==> config.mk <==
export PLATFORM = sky130hd
export DESIGN_NAME = id3v23_frame_deframer_top_flat
export DESIGN_NICKNAME = d
export VERILOG_FILES = /design/src/sv/id3_pkg.sv /design/src/sv/id3_if.sv /design/src/sv/id3_front.sv /design/src/sv/id3_fifo.sv /design/src/sv/id3_back.sv /design/src/sv/id3v23_frame_deframer_top.sv /design/src/flat_wrapper.sv
export SDC_FILE = /design/constraint.sdc
export NUM_CORES = 1
export LEC_CHECK = 0
export BUFFER_PORTS_ARGS = -buffer_cell sky130_fd_sc_hd__buf_2
export CAP_MARGIN = 20
export CORE_ASPECT_RATIO = 0.9
export CORE_MARGIN = 8
export CORE_UTILIZATION = 35
export CTS_CLUSTER_SIZE = 10
export DETAILED_ROUTE_END_ITERATION = 16
export GPL_ROUTABILITY_DRIVEN = 0
export PLACE_DENSITY_LB_ADDON = 0.25
export SYNTH_ARGS = -nofsm -noshare
export SYNTH_HDL_FRONTEND = slang
export SYNTH_SLANG_ARGS = --single-unit
==> constraint.sdc <==
create_clock -name clk -period 10.3 [get_ports clk]
set_input_delay 1.03 -clock clk [delete_from_list [all_inputs] [get_ports clk]]
set_output_delay 1.03 -clock clk [all_outputs]
set_load 0.05 [all_outputs]
==> src/sv/id3_pkg.sv <==
// ----------------------------------------------------------------------------
// id3_pkg
// Shared types and constants of the ID3v2.3 frame deframer.
// ----------------------------------------------------------------------------
package id3_pkg;

  localparam int unsigned HDR_LEN   = 10;
  localparam int unsigned HDR_CNT_W = $clog2(HDR_LEN);
  localparam int unsigned TAG_LEN_W = 28;
  localparam int unsigned QDEPTH    = 4;
  localparam int unsigned QPTR_W    = $clog2(QDEPTH);
  localparam int unsigned QCNT_W    = $clog2(QDEPTH + 1);

  typedef enum logic [2:0] {
    KIND_HDR   = 3'd0,
    KIND_DATA  = 3'd1,
    KIND_BADID = 3'd2,
    KIND_BIG   = 3'd3,
    KIND_END   = 3'd4
  } kind_t;

  typedef enum logic [1:0] {
    PH_HEADER  = 2'd0,
    PH_CONTENT = 2'd1,
    PH_SKIP    = 2'd2,
    PH_DONE    = 2'd3
  } phase_t;

  // One queue entry: a result, plus a flag that a tag-ended result follows it.
  typedef struct packed {
    kind_t       kind;
    logic [31:0] frame_id;
    logic [31:0] frame_size;
    logic [15:0] frame_flags;
    logic [7:0]  content_byte;
    logic        last_of_frame;
    logic        add_end;
  } entry_t;

endpackage

==> src/sv/id3_if.sv <==
// ----------------------------------------------------------------------------
// id3_in_if / id3_out_if
// Valid/ready channels for tag body bytes and for parse results.
// ----------------------------------------------------------------------------
interface id3_in_if;
  logic       valid;
  logic       ready;
  logic [7:0] data_byte;

  modport source (output valid, output data_byte, input ready);
  modport sink   (input valid, input data_byte, output ready);
endinterface

interface id3_out_if;
  logic        valid;
  logic        ready;
  logic [2:0]  kind;
  logic [31:0] frame_id;
  logic [31:0] frame_size;
  logic [15:0] frame_flags;
  logic [7:0]  content_byte;
  logic        last_of_frame;

  modport source (output valid, output kind, output frame_id, output frame_size,
                  output frame_flags, output content_byte, output last_of_frame,
                  input ready);
  modport sink   (input valid, input kind, input frame_id, input frame_size,
                  input frame_flags, input content_byte, input last_of_frame,
                  output ready);
endinterface

==> src/sv/id3_front.sv <==
// ----------------------------------------------------------------------------
// id3_front
// Byte parser: collects frame headers, tracks tag and content counts, and
// queues one entry for each byte that causes a result.
// ----------------------------------------------------------------------------
module id3_front import id3_pkg::*; (
  input  logic                 clk,
  input  logic                 rst_n,
  input  logic                 cfg_we,
  input  logic [TAG_LEN_W-1:0] cfg_wdata,
  id3_in_if.sink               in_ch,
  input  logic                 full,
  output logic                 push,
  output entry_t               push_data
);

  phase_t                 phase_r, phase_nxt;
  logic [HDR_CNT_W-1:0]   cnt_r, cnt_nxt;
  logic [TAG_LEN_W-1:0]   rem_r, rem_nxt;
  logic [31:0]            crem_r, crem_nxt;
  logic [71:0]            hdr_r, hdr_nxt;

  logic                   fire;
  logic [7:0]             b;
  logic [79:0]            hdr_full;
  logic [31:0]            hid, hsize, crem_dec;
  logic [15:0]            hflags;
  logic [TAG_LEN_W-1:0]   rem_dec;
  logic                   id_ok;

  function automatic logic id_char_ok(input logic [7:0] c);
    id_char_ok = (c >= 8'h30 && c <= 8'h39) || (c >= 8'h41 && c <= 8'h5A);
  endfunction

  assign in_ch.ready = !full;
  assign fire        = in_ch.valid && !full;
  assign b           = in_ch.data_byte;
  assign hdr_full    = {hdr_r, b};
  assign hid         = hdr_full[79:48];
  assign hsize       = hdr_full[47:16];
  assign hflags      = hdr_full[15:0];
  assign rem_dec     = rem_r - TAG_LEN_W'(1);
  assign crem_dec    = crem_r - 32'd1;
  assign id_ok       = id_char_ok(hid[31:24]) && id_char_ok(hid[23:16]) &&
                       id_char_ok(hid[15:8])  && id_char_ok(hid[7:0]);

  always_ff @(posedge clk) begin
    if (!rst_n) begin
      phase_r <= PH_DONE;
      cnt_r   <= '0;
      rem_r   <= '0;
      crem_r  <= '0;
    end else begin
      phase_r <= phase_nxt;
      cnt_r   <= cnt_nxt;
      rem_r   <= rem_nxt;
      crem_r  <= crem_nxt;
    end
  end

  always_ff @(posedge clk) begin
    hdr_r <= hdr_nxt;
  end

  always_comb begin
    phase_nxt = phase_r;
    cnt_nxt   = cnt_r;
    rem_nxt   = rem_r;
    crem_nxt  = crem_r;
    hdr_nxt   = hdr_r;
    push      = 1'b0;
    push_data = '0;
    push_data.kind = KIND_END;

    if (cfg_we) begin
      rem_nxt   = cfg_wdata;
      cnt_nxt   = '0;
      crem_nxt  = '0;
      phase_nxt = (cfg_wdata == '0) ? PH_DONE : PH_HEADER;
    end else if (fire) begin
      case (phase_r)
        PH_SKIP: begin
          if (rem_r != '0) begin
            rem_nxt = rem_dec;
          end
          if (rem_r == '0 || rem_dec == '0) begin
            phase_nxt = PH_DONE;
          end
        end
        PH_CONTENT: begin
          rem_nxt  = rem_dec;
          crem_nxt = crem_dec;
          push     = 1'b1;
          push_data.kind          = KIND_DATA;
          push_data.content_byte  = b;
          push_data.last_of_frame = (crem_dec == '0);
          push_data.add_end       = (rem_dec == '0);
          if (rem_dec == '0) begin
            phase_nxt = PH_DONE;
          end else if (crem_dec == '0) begin
            phase_nxt = PH_HEADER;
          end
        end
        PH_HEADER: begin
          rem_nxt = rem_dec;
          if (cnt_r == '0 && rem_r < TAG_LEN_W'(HDR_LEN)) begin
            // Too few bytes left for a header: report the end and skip.
            push      = 1'b1;
            phase_nxt = (rem_dec == '0) ? PH_DONE : PH_SKIP;
          end else if (cnt_r != HDR_CNT_W'(HDR_LEN - 1)) begin
            hdr_nxt = hdr_full[71:0];
            cnt_nxt = cnt_r + HDR_CNT_W'(1);
          end else begin
            cnt_nxt = '0;
            push    = 1'b1;
            push_data.frame_id    = hid;
            push_data.frame_size  = hsize;
            push_data.frame_flags = hflags;
            if (!id_ok) begin
              push_data.kind = KIND_BADID;
              phase_nxt      = (rem_dec == '0) ? PH_DONE : PH_SKIP;
            end else if (hsize > {{(32-TAG_LEN_W){1'b0}}, rem_dec}) begin
              push_data.kind = KIND_BIG;
              phase_nxt      = (rem_dec == '0) ? PH_DONE : PH_SKIP;
            end else if (hsize == '0) begin
              push_data.kind          = KIND_HDR;
              push_data.last_of_frame = 1'b1;
              push_data.add_end       = (rem_dec == '0);
              phase_nxt               = (rem_dec == '0) ? PH_DONE : PH_HEADER;
            end else begin
              push_data.kind = KIND_HDR;
              crem_nxt       = hsize;
              phase_nxt      = PH_CONTENT;
            end
          end
        end
        default: begin
        end
      endcase
    end
  end

endmodule

==> src/sv/id3_fifo.sv <==
// ----------------------------------------------------------------------------
// id3_fifo
// Short register queue of result entries between parser and output stage.
// ----------------------------------------------------------------------------
module id3_fifo import id3_pkg::*; (
  input  logic   clk,
  input  logic   rst_n,
  input  logic   push,
  input  entry_t push_data,
  input  logic   pop,
  output entry_t head,
  output logic   empty,
  output logic   full
);

  entry_t              mem_r [QDEPTH];
  logic [QPTR_W-1:0]   wr_ptr_r, wr_ptr_nxt;
  logic [QPTR_W-1:0]   rd_ptr_r, rd_ptr_nxt;
  logic [QCNT_W-1:0]   count_r, count_nxt;

  assign empty = (count_r == '0);
  assign full  = (count_r == QCNT_W'(QDEPTH));
  assign head  = mem_r[rd_ptr_r];

  always_comb begin
    wr_ptr_nxt = push ? wr_ptr_r + QPTR_W'(1) : wr_ptr_r;
    rd_ptr_nxt = pop  ? rd_ptr_r + QPTR_W'(1) : rd_ptr_r;
    count_nxt  = count_r + QCNT_W'(push) - QCNT_W'(pop);
  end

  always_ff @(posedge clk) begin
    if (!rst_n) begin
      wr_ptr_r <= '0;
      rd_ptr_r <= '0;
      count_r  <= '0;
    end else begin
      wr_ptr_r <= wr_ptr_nxt;
      rd_ptr_r <= rd_ptr_nxt;
      count_r  <= count_nxt;
    end
  end

  always_ff @(posedge clk) begin
    if (push) begin
      mem_r[wr_ptr_r] <= push_data;
    end
  end

  a_no_overflow: assert property (@(posedge clk) disable iff (!rst_n)
    push |-> !full)
    else $error("queue written while full");

  a_no_underflow: assert property (@(posedge clk) disable iff (!rst_n)
    pop |-> !empty)
    else $error("queue read while empty");

  a_count_up: assert property (@(posedge clk) disable iff (!rst_n)
    (push && !pop) |=> (count_r == $past(count_r) + QCNT_W'(1)))
    else $error("queue count did not follow a lone write");

endmodule

==> src/sv/id3_back.sv <==
// ----------------------------------------------------------------------------
// id3_back
// Output stage: presents the queue head and, where flagged, a tag-ended
// result after it before releasing the entry.
// ----------------------------------------------------------------------------
module id3_back import id3_pkg::*; (
  input  logic      clk,
  input  logic      rst_n,
  input  entry_t    head,
  input  logic      empty,
  output logic      pop,
  id3_out_if.source out_ch
);

  logic second_r, second_nxt;
  logic xfer;

  assign out_ch.valid = !empty;
  assign xfer         = !empty && out_ch.ready;

  always_comb begin
    if (second_r) begin
      out_ch.kind          = KIND_END;
      out_ch.frame_id      = '0;
      out_ch.frame_size    = '0;
      out_ch.frame_flags   = '0;
      out_ch.content_byte  = '0;
      out_ch.last_of_frame = 1'b0;
    end else begin
      out_ch.kind          = head.kind;
      out_ch.frame_id      = head.frame_id;
      out_ch.frame_size    = head.frame_size;
      out_ch.frame_flags   = head.frame_flags;
      out_ch.content_byte  = head.content_byte;
      out_ch.last_of_frame = head.last_of_frame;
    end
    pop        = xfer && (second_r || !head.add_end);
    second_nxt = xfer ? (!second_r && head.add_end) : second_r;
  end

  always_ff @(posedge clk) begin
    if (!rst_n) begin
      second_r <= 1'b0;
    end else begin
      second_r <= second_nxt;
    end
  end

endmodule

==> src/sv/id3v23_frame_deframer_top.sv <==
// A result is stored in the queue at its byte transfer and offered on out_ch
// from the head. One byte per cycle while the queue is not full; a byte that
// ends the tag exactly gives two results, absorbed by the 4-entry queue.
// Reset (rst_n low, synchronous) leaves the parser in its done state and the
// queue empty; bytes give no result until tag_length is written.
// ----------------------------------------------------------------------------
// id3v23_frame_deframer_top
// ID3v2.3 frame header parser and content pass-through.
// ----------------------------------------------------------------------------
module id3v23_frame_deframer_top import id3_pkg::*; (
  input  logic                 clk,
  input  logic                 rst_n,
  input  logic                 cfg_we,
  input  logic [TAG_LEN_W-1:0] cfg_wdata,
  id3_in_if.sink               in_ch,
  id3_out_if.source            out_ch
);

  entry_t push_data, head;
  logic   push, pop, empty, full;

  id3_front u_front (
    .clk       (clk),
    .rst_n     (rst_n),
    .cfg_we    (cfg_we),
    .cfg_wdata (cfg_wdata),
    .in_ch     (in_ch),
    .full      (full),
    .push      (push),
    .push_data (push_data)
  );

  id3_fifo u_fifo (
    .clk       (clk),
    .rst_n     (rst_n),
    .push      (push),
    .push_data (push_data),
    .pop       (pop),
    .head      (head),
    .empty     (empty),
    .full      (full)
  );

  id3_back u_back (
    .clk    (clk),
    .rst_n  (rst_n),
    .head   (head),
    .empty  (empty),
    .pop    (pop),
    .out_ch (out_ch)
  );

endmodule

==> src/flat_wrapper.sv <==
// flat-port wrapper written by rule: the top's interface ports become plain ports
module id3v23_frame_deframer_top_flat import id3_pkg::*;
  (clk, rst_n, cfg_we, cfg_wdata, in_ch_valid, in_ch_data_byte, in_ch_ready, out_ch_valid, out_ch_kind, out_ch_frame_id, out_ch_frame_size, out_ch_frame_flags, out_ch_content_byte, out_ch_last_of_frame, out_ch_ready);
  id3_in_if in_ch_i ();
  id3_out_if out_ch_i ();
  input  logic clk;
  input  logic rst_n;
  input  logic cfg_we;
  input  logic [TAG_LEN_W-1:0] cfg_wdata;
  input wire logic [$bits(in_ch_i.valid)-1:0] in_ch_valid;
  input wire logic [$bits(in_ch_i.data_byte)-1:0] in_ch_data_byte;
  output wire logic [$bits(in_ch_i.ready)-1:0] in_ch_ready;
  output wire logic [$bits(out_ch_i.valid)-1:0] out_ch_valid;
  output wire logic [$bits(out_ch_i.kind)-1:0] out_ch_kind;
  output wire logic [$bits(out_ch_i.frame_id)-1:0] out_ch_frame_id;
  output wire logic [$bits(out_ch_i.frame_size)-1:0] out_ch_frame_size;
  output wire logic [$bits(out_ch_i.frame_flags)-1:0] out_ch_frame_flags;
  output wire logic [$bits(out_ch_i.content_byte)-1:0] out_ch_content_byte;
  output wire logic [$bits(out_ch_i.last_of_frame)-1:0] out_ch_last_of_frame;
  input wire logic [$bits(out_ch_i.ready)-1:0] out_ch_ready;
  assign in_ch_i.valid = in_ch_valid;
  assign in_ch_i.data_byte = in_ch_data_byte;
  assign in_ch_ready = in_ch_i.ready;
  assign out_ch_valid = out_ch_i.valid;
  assign out_ch_kind = out_ch_i.kind;
  assign out_ch_frame_id = out_ch_i.frame_id;
  assign out_ch_frame_size = out_ch_i.frame_size;
  assign out_ch_frame_flags = out_ch_i.frame_flags;
  assign out_ch_content_byte = out_ch_i.content_byte;
  assign out_ch_last_of_frame = out_ch_i.last_of_frame;
  assign out_ch_i.ready = out_ch_ready;
  id3v23_frame_deframer_top u_core (.clk(clk), .rst_n(rst_n), .cfg_we(cfg_we), .cfg_wdata(cfg_wdata), .in_ch(in_ch_i), .out_ch(out_ch_i));
endmodule
# After elaboration in Yosys (flattened, before gate mapping)
# Memories as Yosys holds them, arrays and structs flattened. A register that Yosys moved wholly into a read port is not among the register bits.
# Index checks and enable logic that the tools add are counted.
totals:
  out_inout_bits: 94
  mem_count: 1
  regBits: 146
  ramBits: 372
  wordCells: 152
  in_bits: 41
op_classes:
  bitwise: 3
  n_reduce_logical: 46
  mux: 55
  add_sub_neg: 7
  magnitude_cmp: 18
  eq_ne: 13
memory_table:
  columns: ["name", "depth", "word_bits", "read_ports", "rd_clocked_by_memory_dff", "write_ports", "line", "source"]
  rows:
  - ["u_core.u_fifo.mem_r", 4, 93, 1, 1, 1, "id3_fifo.sv:16", "entry_t mem_r [QDEPTH];"]
ops:
  columns: ["operator", "n"]
  rows:
  - ["$mux 32", 7]
  - ["$mux 93", 2]
  - ["$mux 83", 2]
  - ["$logic_not 28->1", 3]
  - ["$mux 28", 3]
  - ["$mux 80", 1]
  - ["$logic_not 32->1", 2]
  - ["$pmux 32 s2", 1]
  - ["$pmux 28 s2", 1]
  - ["$mux 2", 21]
  - ["$ge 8x6->1 const B", 4]
  - ["$ge 8x7->1 const B", 4]
  - ["$gt 32x28->1", 1]
  - ["$le 8x6->1 const B", 4]
  - ["$le 8x7->1 const B", 4]
  - ["$sub 32x1->32 const B", 1]
  - ["$lt 28x4->1 const B", 1]
  - ["$reduce_bool 28->1", 1]
  - ["$sub 28x1->28 const B", 1]
  - ["$logic_and 1x1->1", 16]
  - ["$mux 16", 1]
  - ["$mux 8", 2]
  - ["$ne 4x4->1 const B", 3]
  - ["$ne 2x2->1 const B", 5]
  - ["other kinds (28)", 51]

# Depth between registers and ports, before layout
# Gate-level depths: netlist of the first run.
logic_depth:
  word_depth: 12
  mapped_depth: 18
  depth_no_buf: 17

# Modules after synthesis
# From an unflattened synthesis of the first run, not the netlist that was laid out.
unflattened:
  cells_unflattened: 1685
  hier_area_um2: 23692.7
modules_own_cells:
  columns: ["module", "n_inst", "area_per_inst_um2", "cells_per_inst", "seq_area_each_um2"]
  rows:
  - ["id3_fifo", 1, 13860.8, 528, 11350.9]
  - ["id3_front", 1, 9143.8, 1048, 3483.3]
  - ["id3_back", 1, 688.2, 109, 20.0]

# Worst setup path after synthesis of the first run
# OpenSTA, ideal clock, no wires.
synth_timing:
  kind: "input to register"
  start: "in cfg_we"
  end: "reg u_core.u_front.hdr_r[0], enable pin"
  n_path_buf: 2
  setup_time_ns: 0.679
  arrival_ns: 8.332
  t_required_ns: 9.621
  cell_stages: 3
  path_slack_ns: 1.289
  path_cell_list: "clkbuf_1 clkbuf_1 nor4_1"
synth_via:
  elab_chain_cells: 2
synth_rtl:
  columns: ["item", "line", "source"]
  rows:
  - ["start, declared", "flat_wrapper.sv:8", "input logic cfg_we;"]
  - ["$not 1->1 (no line)", null, null]
  - ["$reduce_and 5->1 (no line)", null, null]
  - ["end signal, assigned", "id3_front.sv:62", "hdr_r <= hdr_nxt;"]
  - ["end, declared", "id3_front.sv:21", "logic [71:0] hdr_r, hdr_nxt;"]
# No other way between the ends.
# A chain may end at the register's enable or synchronous reset.

# Worst setup path in the final report of the first run
layout_timing:
  start: "reg u_core.u_front.rem_r[0]"
  end: "reg u_core.u_front.crem_r[12]"
layout_via:
  elab_chain_cells: 4
  word_cells_on_any_way: 7
  classes_between: "add/sub: 1; order compare: 2; eq/ne: 2; reduce/logical: 2"
layout_rtl:
  columns: ["item", "line", "source"]
  rows:
  - ["start, declared", "id3_front.sv:19", "logic [TAG_LEN_W-1:0] rem_r, rem_nxt;"]
  - ["start signal, assigned", "id3_front.sv:56", "rem_r <= rem_nxt;"]
  - ["$sub 28x1->28 / $lt 28x4->1 (equally long branches)", "id3_front.sv:42, id3_front.sv:106", null]
  - ["$gt 32x28->1 / $logic_and 1x1->1 (equally long branches)", "id3_front.sv:122, id3_front.sv:106", null]
  - ["$ne 2x2->1 (no line)", null, null]
  - ["$reduce_and 7->1 (no line) (*)", null, null]
  - ["end signal, assigned", "id3_front.sv:57", "crem_r <= crem_nxt;"]
  - ["end, declared", "id3_front.sv:20", "logic [31:0] crem_r, crem_nxt;"]
# Every way passes the cells marked *; elsewhere a longest branch is shown, timed or not.

==> results of run 1 <==
-- power by group through the flow --
stage	clock (uW)	sequential, uW	combinational (uW)
floorplan	0	2360	882
global placement	0	2410	1100
detailed placement	0	2410	1110
CTS	2040	2370	1110
global route	2110	2380	1180
finish	1990	2370	1090
-- area by class of cell --
cell class / count / area, um2 / share of cell area
clock buffer: 106 / 1670 / 0.0630
clock inverter: 6 / 159 / 0.00599
inverter: 35 / 131 / 0.00495
multi-input combinational: 985 / 7840 / 0.295
sequential: 520 / 14900 / 0.560
tap: 864 / 1080 / 0.0407
timing repair buffer: 152 / 806 / 0.0304
-- per-layer routing --
layer	global-route usage	routed length, um	share of wire	up-vias
met5	0	0	0	-
met2	0.246	26800	0.47	381
met1	0.203	25600	0.45	7060
met4	0.0423	1320	0.023	0
li1	-	-	-	6496
met3	0.0222	2820	0.050	87
-- placed cells by master, fill, tap and decap left out, types with 10 or more instances in the layout --
cell type,n
clkbuf_1,45
or4_1,15
and2_1,192
a32o_1,16
nand2_1,90
xnor2_1,30
dfxtp_1,74
clkbuf_16,59
nor2b_1,14
and3_1,10
or3_1,11
mux4_2,93
buf_2,134
edfxtp_1,444
nor2_1,73
inv_1,32
nor3_1,32
o21ai_0,65
ha_1,41
nand3_1,21
buf_4,18
nor4_1,51
a21oi_1,58
nand4_1,20
xor2_1,35
-- cells by family (layout without fill, tap and decap cells) --
group                    after synthesis  in the layout  synth area share
flip-flops                           520            520             0.641
buffers and inverters                131            299            0.0227
adder cells (fa/ha/maj)               43             43            0.0235
AND/OR/NAND/NOR                      571            571             0.138
XOR/XNOR                              65             65            0.0246
multiplexers                          98             98            0.0926
AO/OA/AOI/OAI                        208            208            0.0577
-- final timing paths --
path                                        start                                     end  cells after the start
min             u_core.u_front.hdr_r[3]$_DFFE_PP_      u_core.u_front.hdr_r[11]$_DFFE_PP_                      0
max reg2reg  u_core.u_front.rem_r[0]$_SDFFE_PN0P_  u_core.u_front.crem_r[12]$_SDFFE_PP0P_                     17
min reg2reg     u_core.u_front.hdr_r[3]$_DFFE_PP_      u_core.u_front.hdr_r[11]$_DFFE_PP_                      0
max          u_core.u_front.rem_r[0]$_SDFFE_PN0P_  u_core.u_front.crem_r[12]$_SDFFE_PP0P_                     17
-- metrics by stage --
stage	setup slack (ns)	instances
2_1_floorplan	1.29	1636
3_3_place_gp	5.25	2556
3_5_place_dp	5.09	2556
4_1_cts	5.07	2668
5_1_grt	4.48	2668
6_report	5.04	2668
-- sequential cells by signal, indices dropped and copies added, names as in the netlist, named ones only --
signal and flops:
u_core.u_front.phase_r 2, u_core.u_front.rem_r 28, u_core.u_front.cnt_r 4, u_core.u_back.second_r 1
u_core.u_fifo.rd_ptr_r 2, u_core.u_front.hdr_r 72, u_core.u_front.crem_r 32, u_core.u_fifo.wr_ptr_r 2
u_core.u_fifo.count_r 3, u_core.u_fifo.mem_r 372
==> metrics.csv, run 1 <==
metric,value,unit
status,finished clean,
peak supply drop,142,uV
synth-to-layout area growth,14.5,%
Final Hold Vio Count,0,
Nets,1837,
share of the synthesized area in the top cell type,0.575,
post-route clock period utilization,0.511,
Ys Warns,0,
Avg WL per Cell,21.2,um
Vias,14024,
Final setup viols,0,
critical path class,reg -> reg,
Worst-Skew Late Latency,0.64,ns
fin area,26500,um2
Remaining DRCs,0,
first-pass GRT wire length,86800,um
most instantiated cells after synthesis,"444 x edfxtp_1, 196 x and2_1, 93 x mux4_2",
"slowest stage delay, CP",0.71,ns
drt via density,5.26,
core area,65600,um2
Max Clk Rate,0.190,GHz
Die Height,260,um
Die ar.,74700,um2
Comb pwr share,0.201,
number of diodes,0,
register bit total from synthesis,520,
Mapped Cells,1636,
WHS,0.445,ns
ys flop type,edfxtp_1,
DP Area,24700,um2
Detailed Routing Iterations Pass 1,5,
crit path DAT,5.76,ns
DRT iter0 DRCs,1350,
critical path cell sequence,"inv_1, ha_1, nor3b_1, nand4_1, nor3_1, nand2_1, xor2_1, ha_1, nand4_1, nor4_1, nand2_1, a211oi_2, a31oi_1, nor2_2, buf_4, o21ai_0, a32o_1",
post-detail-place hpwl,36200,um
Final Skew,0.0444,ns
boundary pin count,135,
Lkg Pwr,0.00874,uW
"EDFF count, synth",444,
"Cell Area, Synth",23200,um2
share of power burned in registers,0.435,
gr usage total,0.149,
Final Core Density,0.405,
total setup buffers inserted after CTS,0,
P per Cell Area,205,nW/um2
FILL cells,6032,
CP startpoint kind,register,
Num CTS Buffers,59,
Switching Share,0.297,
RSZ-0062 raised after global routing,false,
CTS tree,yes,
Final Max Tran Viols,0,
Tot Pwr,5450,uW
Worst R2R Setup Slack,5.04,ns
GRT overflow,0,
post-synthesis cell type count,73,
routed wire length,56500,um
Final Critical Period,5.26,ns
share of the yosys chip area belonging to registers,0.641,
clk sinks,520,
"delay-heaviest family, CP",simple AND/OR/NAND/NOR gates,
post-cts resize count,0,
Avg Inst Size Synth,14.2,um2
most frequent cell after synthesis,edfxtp_1,
worst-path maximum fanout,53,
antenna-violating nets left,0,
Core Rows,89,
largest net degree at the start of global routing,86,
maxcap violations,0,
Worst path slowest cell,nor3b_1,
Max transition margin,0.316,
final setup TNS,0,ns
Worst Hold Class,reg -> reg,
Worst Setup End Kind,register,
synth top area cells,"edfxtp_1 58%, mux4_2 9.0%, dfxtp_1 6.6%",
net load switching power,1620,uW
hold buffers post-CTS,0,
IO Port Bufs,134,
post-synth net total,1720,
H-tree lvl count,2,
Worst-Margin Slew,1.02,ns
Post-synth ARST share,0,
largest area contributor in the netlist,edfxtp_1,
share of layout cells above drive strength 1,0.192,
"Clk pin slew, worst setup/hold paths",0.06,ns
Die W,287,um
initial antenna violation count,1,
Buf/Inv on CP,2,
number of global-route vias before repair,14513,
initial core utilization,0.353,
CP required,10.79,ns
P_int,3830,uW
Clock power frac,0.364,
Max Root-Sink Buffers,3,
Clock Tree Root,clkbuf_16,
No activity file was read; power rests on OpenSTA's default activity.
==> run 2: changes to the inputs <==
clock period = 4.41 ns   (was 10.3 ns; I/O delays follow)
==> metrics.csv, run 2 (same netlist as run 1, synthesis figures left out) <==
metric,value,unit,change
status,finished clean,,unchanged
Tot Pwr,12800,uW,was 5450 uW
crit path DAT,4.77,ns,was 5.76 ns
Max Root-Sink Buffers,3,,unchanged
fin area,27200,um2,"was 26,500 um2"
R2R Path Start,u_core.u_front.rem_r[11]$_SDFFE_PN0P_,,was u_core.u_front.rem_r[0]$_SDFFE_PN0P_
GRT overflow,0,,unchanged
Vias,14264,,"was 14,024"
Nets,1881,,"was 1,837"
Worst Hold Path EP,u_core.u_front.hdr_r[4]$_DFFE_PP_,,was u_core.u_front.hdr_r[11]$_DFFE_PP_
CP startpoint kind,register,,unchanged
initial core utilization,0.353,,unchanged
"slowest stage delay, CP",0.41,ns,was 0.71 ns
post-route clock period utilization,0.968,,was 0.511
largest net degree at the start of global routing,93,,was 86
"Clk pin slew, worst setup/hold paths",0.06,ns,about the same
Remaining DRCs,0,,unchanged
Die ar.,74700,um2,unchanged
core area,65600,um2,unchanged
DRT iter0 DRCs,1016,,"was 1,350"
Die Height,260,um,unchanged
critical path class,reg -> reg,,unchanged
DP Area,25100,um2,"was 24,700 um2"
Min-Delay Path Depth,1,,was 0
"delay-heaviest family, CP",simple AND/OR/NAND/NOR gates,,unchanged
peak supply drop,303,uV,was 142 uV
IO Port Bufs,134,,unchanged
Final Hold Vio Count,0,,unchanged
Final setup viols,0,,unchanged
clk sinks,520,,unchanged
HP Start,in_ch_data_byte[4],,was u_core.u_front.hdr_r[3]$_DFFE_PP_
Worst Hold Class,in -> reg,,was reg -> reg
Max transition margin,0.347,,was 0.316
critical path cell sequence,"buf_4, or3_1, or4_1, nor2_1, xor2_1, inv_1, ha_1, nand4_1, nor4_2, nand2_1, a211oi_2, a31oi_4, nand2b_1, a21o_1, a32o_1",,"was inv_1, ha_1, nor3b_1, nand4_1, nor3_1, nand2_1, xor2_1, ha_1, nand4_1, nor4_1, nand2_1, a211oi_2, a31oi_1, nor2_2, buf_4, o21ai_0, a32o_1"
most frequent cells in the layout,"444 x edfxtp_1, 192 x and2_1, 134 x buf_2",,unchanged
initial antenna violation count,1,,unchanged
Final Core Density,0.415,,was 0.405
gr usage total,0.150,,was 0.149
number of diodes,0,,unchanged
Lkg Pwr,0.00905,uW,was 0.00874 uW
Final Critical Period,4.27,ns,was 5.26 ns
Die W,287,um,unchanged
FILL cells,5991,,"was 6,032"
biggest regs,"u_core.u_fifo.mem_r: 372 flops, u_core.u_front.hdr_r: 72 flops, u_core.u_front.crem_r: 32 flops",,unchanged
CTS tree,yes,,unchanged
Largest Register,u_core.u_fifo.mem_r,,unchanged
routed wire length,58000,um,"was 56,500 um"
synth-to-layout area growth,17.3,%,was 14.5%
WHS,0.0499,ns,was 0.445 ns
Final Skew,0.0238,ns,was 0.0444 ns
FF-to-FF End,u_core.u_front.crem_r[22]$_SDFFE_PP0P_,,was u_core.u_front.crem_r[12]$_SDFFE_PP0P_
P per Cell Area,470,nW/um2,was 205 nW/um2
boundary pin count,135,,unchanged
worst-path maximum fanout,9,,was 53
Clock Tree Root,clkbuf_16,,unchanged
Final Max Tran Viols,0,,unchanged
drt via density,5.26,,about the same
number of global-route vias before repair,14618,,"was 14,513"
antenna-violating nets left,0,,unchanged
Worst Setup End Kind,register,,unchanged
Detailed Routing Iterations Pass 1,5,,unchanged
"most common cell after layout, fill and taps aside",edfxtp_1,,unchanged
Avg WL per Cell,21.4,um,was 21.2 um
first-pass GRT wire length,87700,um,"was 86,800 um"
share of layout cells above drive strength 1,0.222,,was 0.192
Max Clk Rate,0.234,GHz,was 0.190 GHz
Worst-Skew Late Latency,0.62,ns,was 0.64 ns
Worst R2R Setup Slack,0.14,ns,was 5.04 ns
Worst path slowest cell,or3_1,,was nor3b_1
max FFs per register,372,,unchanged
CP required,4.91,ns,was 10.79 ns
Worst-Margin Slew,0.975,ns,was 1.02 ns
R2R depth,15,,was 17
Num CTS Buffers,60,,was 59
Core Rows,89,,unchanged
final setup TNS,0,ns,unchanged
Buf/Inv on CP,2,,unchanged
H-tree lvl count,2,,unchanged
post-detail-place hpwl,36900,um,"was 36,200 um"
maxcap violations,0,,unchanged
## run 2: changes by cell type in the layout (fill, tap and decap cells not counted), sizes merged
cell / change
clkinv: +2
clkbuf: +4
inv: +1
dlygate4sd3: +1
buf: +39
bufinv: -2
## run 2: worst max path at each step
| stage | start | endpoint | slack [ns] | cells past startpoint |
|---|---|---|---|---|
| final | u_core.u_front.rem_r[11]$_SDFFE_PN0P_ | u_core.u_front.crem_r[22]$_SDFFE_PP0P_ | 0.14 | 15 |
| after global routing | u_core.u_front.rem_r[16]$_SDFFE_PN0P_ | u_core.u_front.crem_r[17]$_SDFFE_PP0P_ | -0.09 | 15 |
| after CTS | u_core.u_front.rem_r[1]$_SDFFE_PN0P_ | u_core.u_front.crem_r[10]$_SDFFE_PP0P_ | 0.02 | 16 |
| after detailed placement | u_core.u_front.rem_r[1]$_SDFFE_PN0P_ | u_core.u_front.crem_r[6]$_SDFFE_PP0P_ | 0.04 | 16 |
| after global placement | u_core.u_front.rem_r[0]$_SDFFE_PN0P_ | u_core.u_front.crem_r[5]$_SDFFE_PP0P_ | 0.17 | 15 |
| after floorplan | u_core.u_front.rem_r[0]$_SDFFE_PN0P_ | u_core.u_front.crem_r[10]$_SDFFE_PP0P_ | 0.20 | 17 |
## run 2: metal layers
layer	global-route usage	wire length [um]	part of all wire
met5	0	13	0.00022
met4	0.0457	1520	0.026
met3	0.0264	3060	0.053
met2	0.247	27300	0.47
met1	0.202	26100	0.45
## run 2: power by group
part           switching (uW)  total (uW)  leakage, uW  internal, uW
Combinational            1790        2710      0.00364           914
Clock                    1900        4600     0.000874          2700
Sequential               89.4        5460      0.00454          5370
Total                    3790       12800      0.00905          8980
## run 2: final cells by class
| type | instances | area, um2 | area share |
|---|---|---|---|
| Clock inverter | 7 | 106 | 0.00391 |
| Inverter | 35 | 131 | 0.00483 |
| Clock buffer | 107 | 1730 | 0.0636 |
| Tap cell | 864 | 1080 | 0.0397 |
| Sequential cell | 520 | 14900 | 0.547 |
| Multi-Input combinational cell | 985 | 7960 | 0.293 |
| Timing Repair Buffer | 195 | 1330 | 0.0489 |
## run 2: per-stage QoR
stage / worst slack (ns) / std cells
CTS: 0.0248 / 2706
global route: -0.0863 / 2713
global placement: 0.166 / 2591
detailed placement: 0.0448 / 2591
floorplan: 0.199 / 1636
finish: 0.141 / 2713
## run 2: timing repair
action	4_1_cts	5_1_grt
hold buffers	1	0
setup endpoints to repair	0	41
endpoints found under the hold margin	1	0
buffers inserted	0	3
gates resized for setup	0	26
## run 2: worst reg2reg max path, stage by stage, from the launching register on
cell and delay (ns):
dfxtp_1 0.31, buf_4 0.17, or3_1 0.41, or4_1 0.41, nor2_1 0.18, xor2_1 0.34
inv_1 0.09, ha_1 0.30, nand4_1 0.11, nor4_2 0.37, nand2_1 0.14, a211oi_2 0.32
a31oi_4 0.15, nand2b_1 0.37, a21o_1 0.25, a32o_1 0.27
==> run 3: changes to the inputs <==
ABC_CLOCK_PERIOD_IN_PS = 4410   (was not set)
CORE_MARGIN = not set   (was 8)
CTS_CLUSTER_SIZE = not set   (was 10)
==> metrics.csv, run 3 (same netlist as run 1, synthesis figures left out) <==
metric,value,unit,change
maxcap violations,0,,unchanged
antenna-violating nets left,0,,unchanged
Final Skew,0.0330,ns,was 0.0238 ns
H-tree lvl count,2,,unchanged
Avg WL per Cell,20.7,um,was 21.4 um
biggest regs,"u_core.u_fifo.mem_r: 372 flops, u_core.u_front.hdr_r: 72 flops, u_core.u_front.crem_r: 32 flops",,unchanged
peak supply drop,310,uV,was 303 uV
gr usage total,0.165,,was 0.150
CP startpoint kind,register,,unchanged
"slowest stage delay, CP",0.39,ns,was 0.41 ns
Worst-Skew Late Latency,0.63,ns,was 0.62 ns
"Top cell by count, worst path",nand4_1,,
Nets,1875,,"was 1,881"
largest net degree at the start of global routing,93,,unchanged
GRT overflow,0,,unchanged
Final setup viols,0,,unchanged
RSZ-0062 raised after global routing,true,,
Die Height,246,um,was 260 um
final setup TNS,0,ns,unchanged
boundary pin count,135,,unchanged
critical path cell sequence,"nor4_2, nand4_1, buf_4, or3_1, and2_1, ha_1, nand4_1, nor2_1, a221o_1, o31a_1, a211oi_2, a31oi_2, nor2_2, buf_12, o21ai_0, a32o_1",,"was buf_4, or3_1, or4_1, nor2_1, xor2_1, inv_1, ha_1, nand4_1, nor4_2, nand2_1, a211oi_2, a31oi_4, nand2b_1, a21o_1, a32o_1"
Core Rows,89,,unchanged
most frequent cells in the layout,"444 x edfxtp_1, 192 x and2_1, 134 x buf_2",,unchanged
number of global-route vias before repair,14154,,"was 14,618"
CP required,4.90,ns,was 4.91 ns
Largest Register,u_core.u_fifo.mem_r,,unchanged
Max Root-Sink Buffers,3,,unchanged
pre-CTS setup slack,-0.0784,ns,was 0.0448 ns
Num CTS Buffers,55,,was 60
Worst Hold Class,in -> reg,,unchanged
post-route clock period utilization,0.947,,was 0.968
worst-path maximum fanout,27,,was 9
Lkg Pwr,0.00899,uW,was 0.00905 uW
failing checks,design-rule violations,,
Final Core Density,0.413,,was 0.415
post-detail-place hpwl,36300,um,"was 36,900 um"
initial core utilization,0.354,,was 0.353
Tot Pwr,12600,uW,"was 12,800 uW"
number of diodes,0,,unchanged
first-pass GRT wire length,85300,um,"was 87,700 um"
Max transition margin,0.308,,was 0.347
initial antenna violation count,1,,unchanged
routed wire length,55800,um,"was 58,000 um"
DRT iter0 DRCs,1051,,"was 1,016"
synth-to-layout area growth,16.7,%,was 17.3%
Final WS setup,0.234,ns,was 0.141 ns
Final Max Tran Viols,0,,unchanged
P per Cell Area,465,nW/um2,was 470 nW/um2
crit path DAT,4.66,ns,was 4.77 ns
Die ar.,67300,um2,"was 74,700 um2"
IO Port Bufs,134,,unchanged
Clock Tree Root,clkbuf_16,,unchanged
CTS tree,yes,,unchanged
critical path class,reg -> reg,,unchanged
"Clk pin slew, worst setup/hold paths",0.06,ns,about the same
share of layout cells above drive strength 1,0.222,,about the same
Worst R2R Setup Slack,0.23,ns,was 0.14 ns
Detailed Routing Iterations Pass 1,11,,was 5
max FFs per register,372,,unchanged
"most common cell after layout, fill and taps aside",edfxtp_1,,unchanged
status,finished with violations,,was finished clean
Worst Setup End Kind,register,,unchanged
clk sinks,520,,unchanged
Worst-Margin Slew,1.04,ns,was 0.975 ns
core area,65500,um2,"was 65,600 um2"
Max Clk Rate,0.239,GHz,was 0.234 GHz
Remaining DRCs,2,,was 0
Final Critical Period,4.18,ns,was 4.27 ns
drt via density,5.27,,was 5.26
Worst path slowest cell,nor4_2,,was or3_1
Final Hold Vio Count,0,,unchanged
Vias,14216,,"was 14,264"
Die W,273,um,was 287 um
## run 3: cell types whose count changed in the layout (fill, tap and decap cells not counted), sizes merged
cell | previous run | this run
clkbuf | 110 | 67
buf | 191 | 192
bufinv | 1 | 4
clkinv | 6 | 26
inv | 35 | 38
clkinvlp | 0 | 3
## run 3: area by class of cell
type	instances	area [um2]
Fill cell	6054	38400
Timing Repair Buffer	194	1330
Clock inverter	36	335
Clock buffer	66	1420
Sequential cell	520	14900
Tap cell	864	1080
Multi-Input combinational cell	985	7900
Inverter	35	131
## run 3: worst max-delay path: cells and delay by family, from the launching register on
kind            cells  cell delay [ns]
simple gates        7             1.52
compound gates      6             1.46
buf+inv             2             0.38
flops               1             0.36
fa+ha+maj           1             0.29
## run 3: path summary, 6_finish.rpt
check	to	startpoint	cells after the start
max	u_core.u_front.crem_r[10]$_SDFFE_PP0P_	u_core.u_front.rem_r[0]$_SDFFE_PN0P_	16
min reg2reg	u_core.u_front.hdr_r[9]$_DFFE_PP_	u_core.u_front.hdr_r[1]$_DFFE_PP_	0
max reg2reg	u_core.u_front.crem_r[10]$_SDFFE_PP0P_	u_core.u_front.rem_r[0]$_SDFFE_PN0P_	16
min	u_core.u_front.hdr_r[1]$_DFFE_PP_	in_ch_data_byte[1]	1
## run 3: stage by stage
step,hold WS [ns],instance area [um2],cells
2_1_floorplan,0.417,23200,1636
5_1_grt,0.0112,27100,2700
3_3_place_gp,0.434,25200,2593
6_report,0.0434,27100,2700
4_1_cts,0.00502,27000,2696
3_5_place_dp,0.433,25200,2593
## run 3: power by group
group	switching [uW]	total, uW	leakage [uW]	internal, uW
logic	1770	2680	0.00361	905
registers	86.0	5450	0.00454	5370
clock network	1920	4460	0.000844	2540
total	3780	12600	0.00899	8810
## run 3: metal layers
layer  GRT usage  routed length [um]  vias to the layer above
li1            -                   -                     6567
met1       0.232               25700                     7233
met2       0.267               26500                      327
met3      0.0247                2450                       89
met4      0.0401                1110                        0
met5           0                   0                        -
## run 3: what timing repair did
action,CTS,global route
hold endpoints to repair,1,0
setup endpoints to repair,28,41
resized for setup,1,11
hold buffers,1,0
buffers inserted,0,3
pin swaps,0,5
gates cloned,0,1
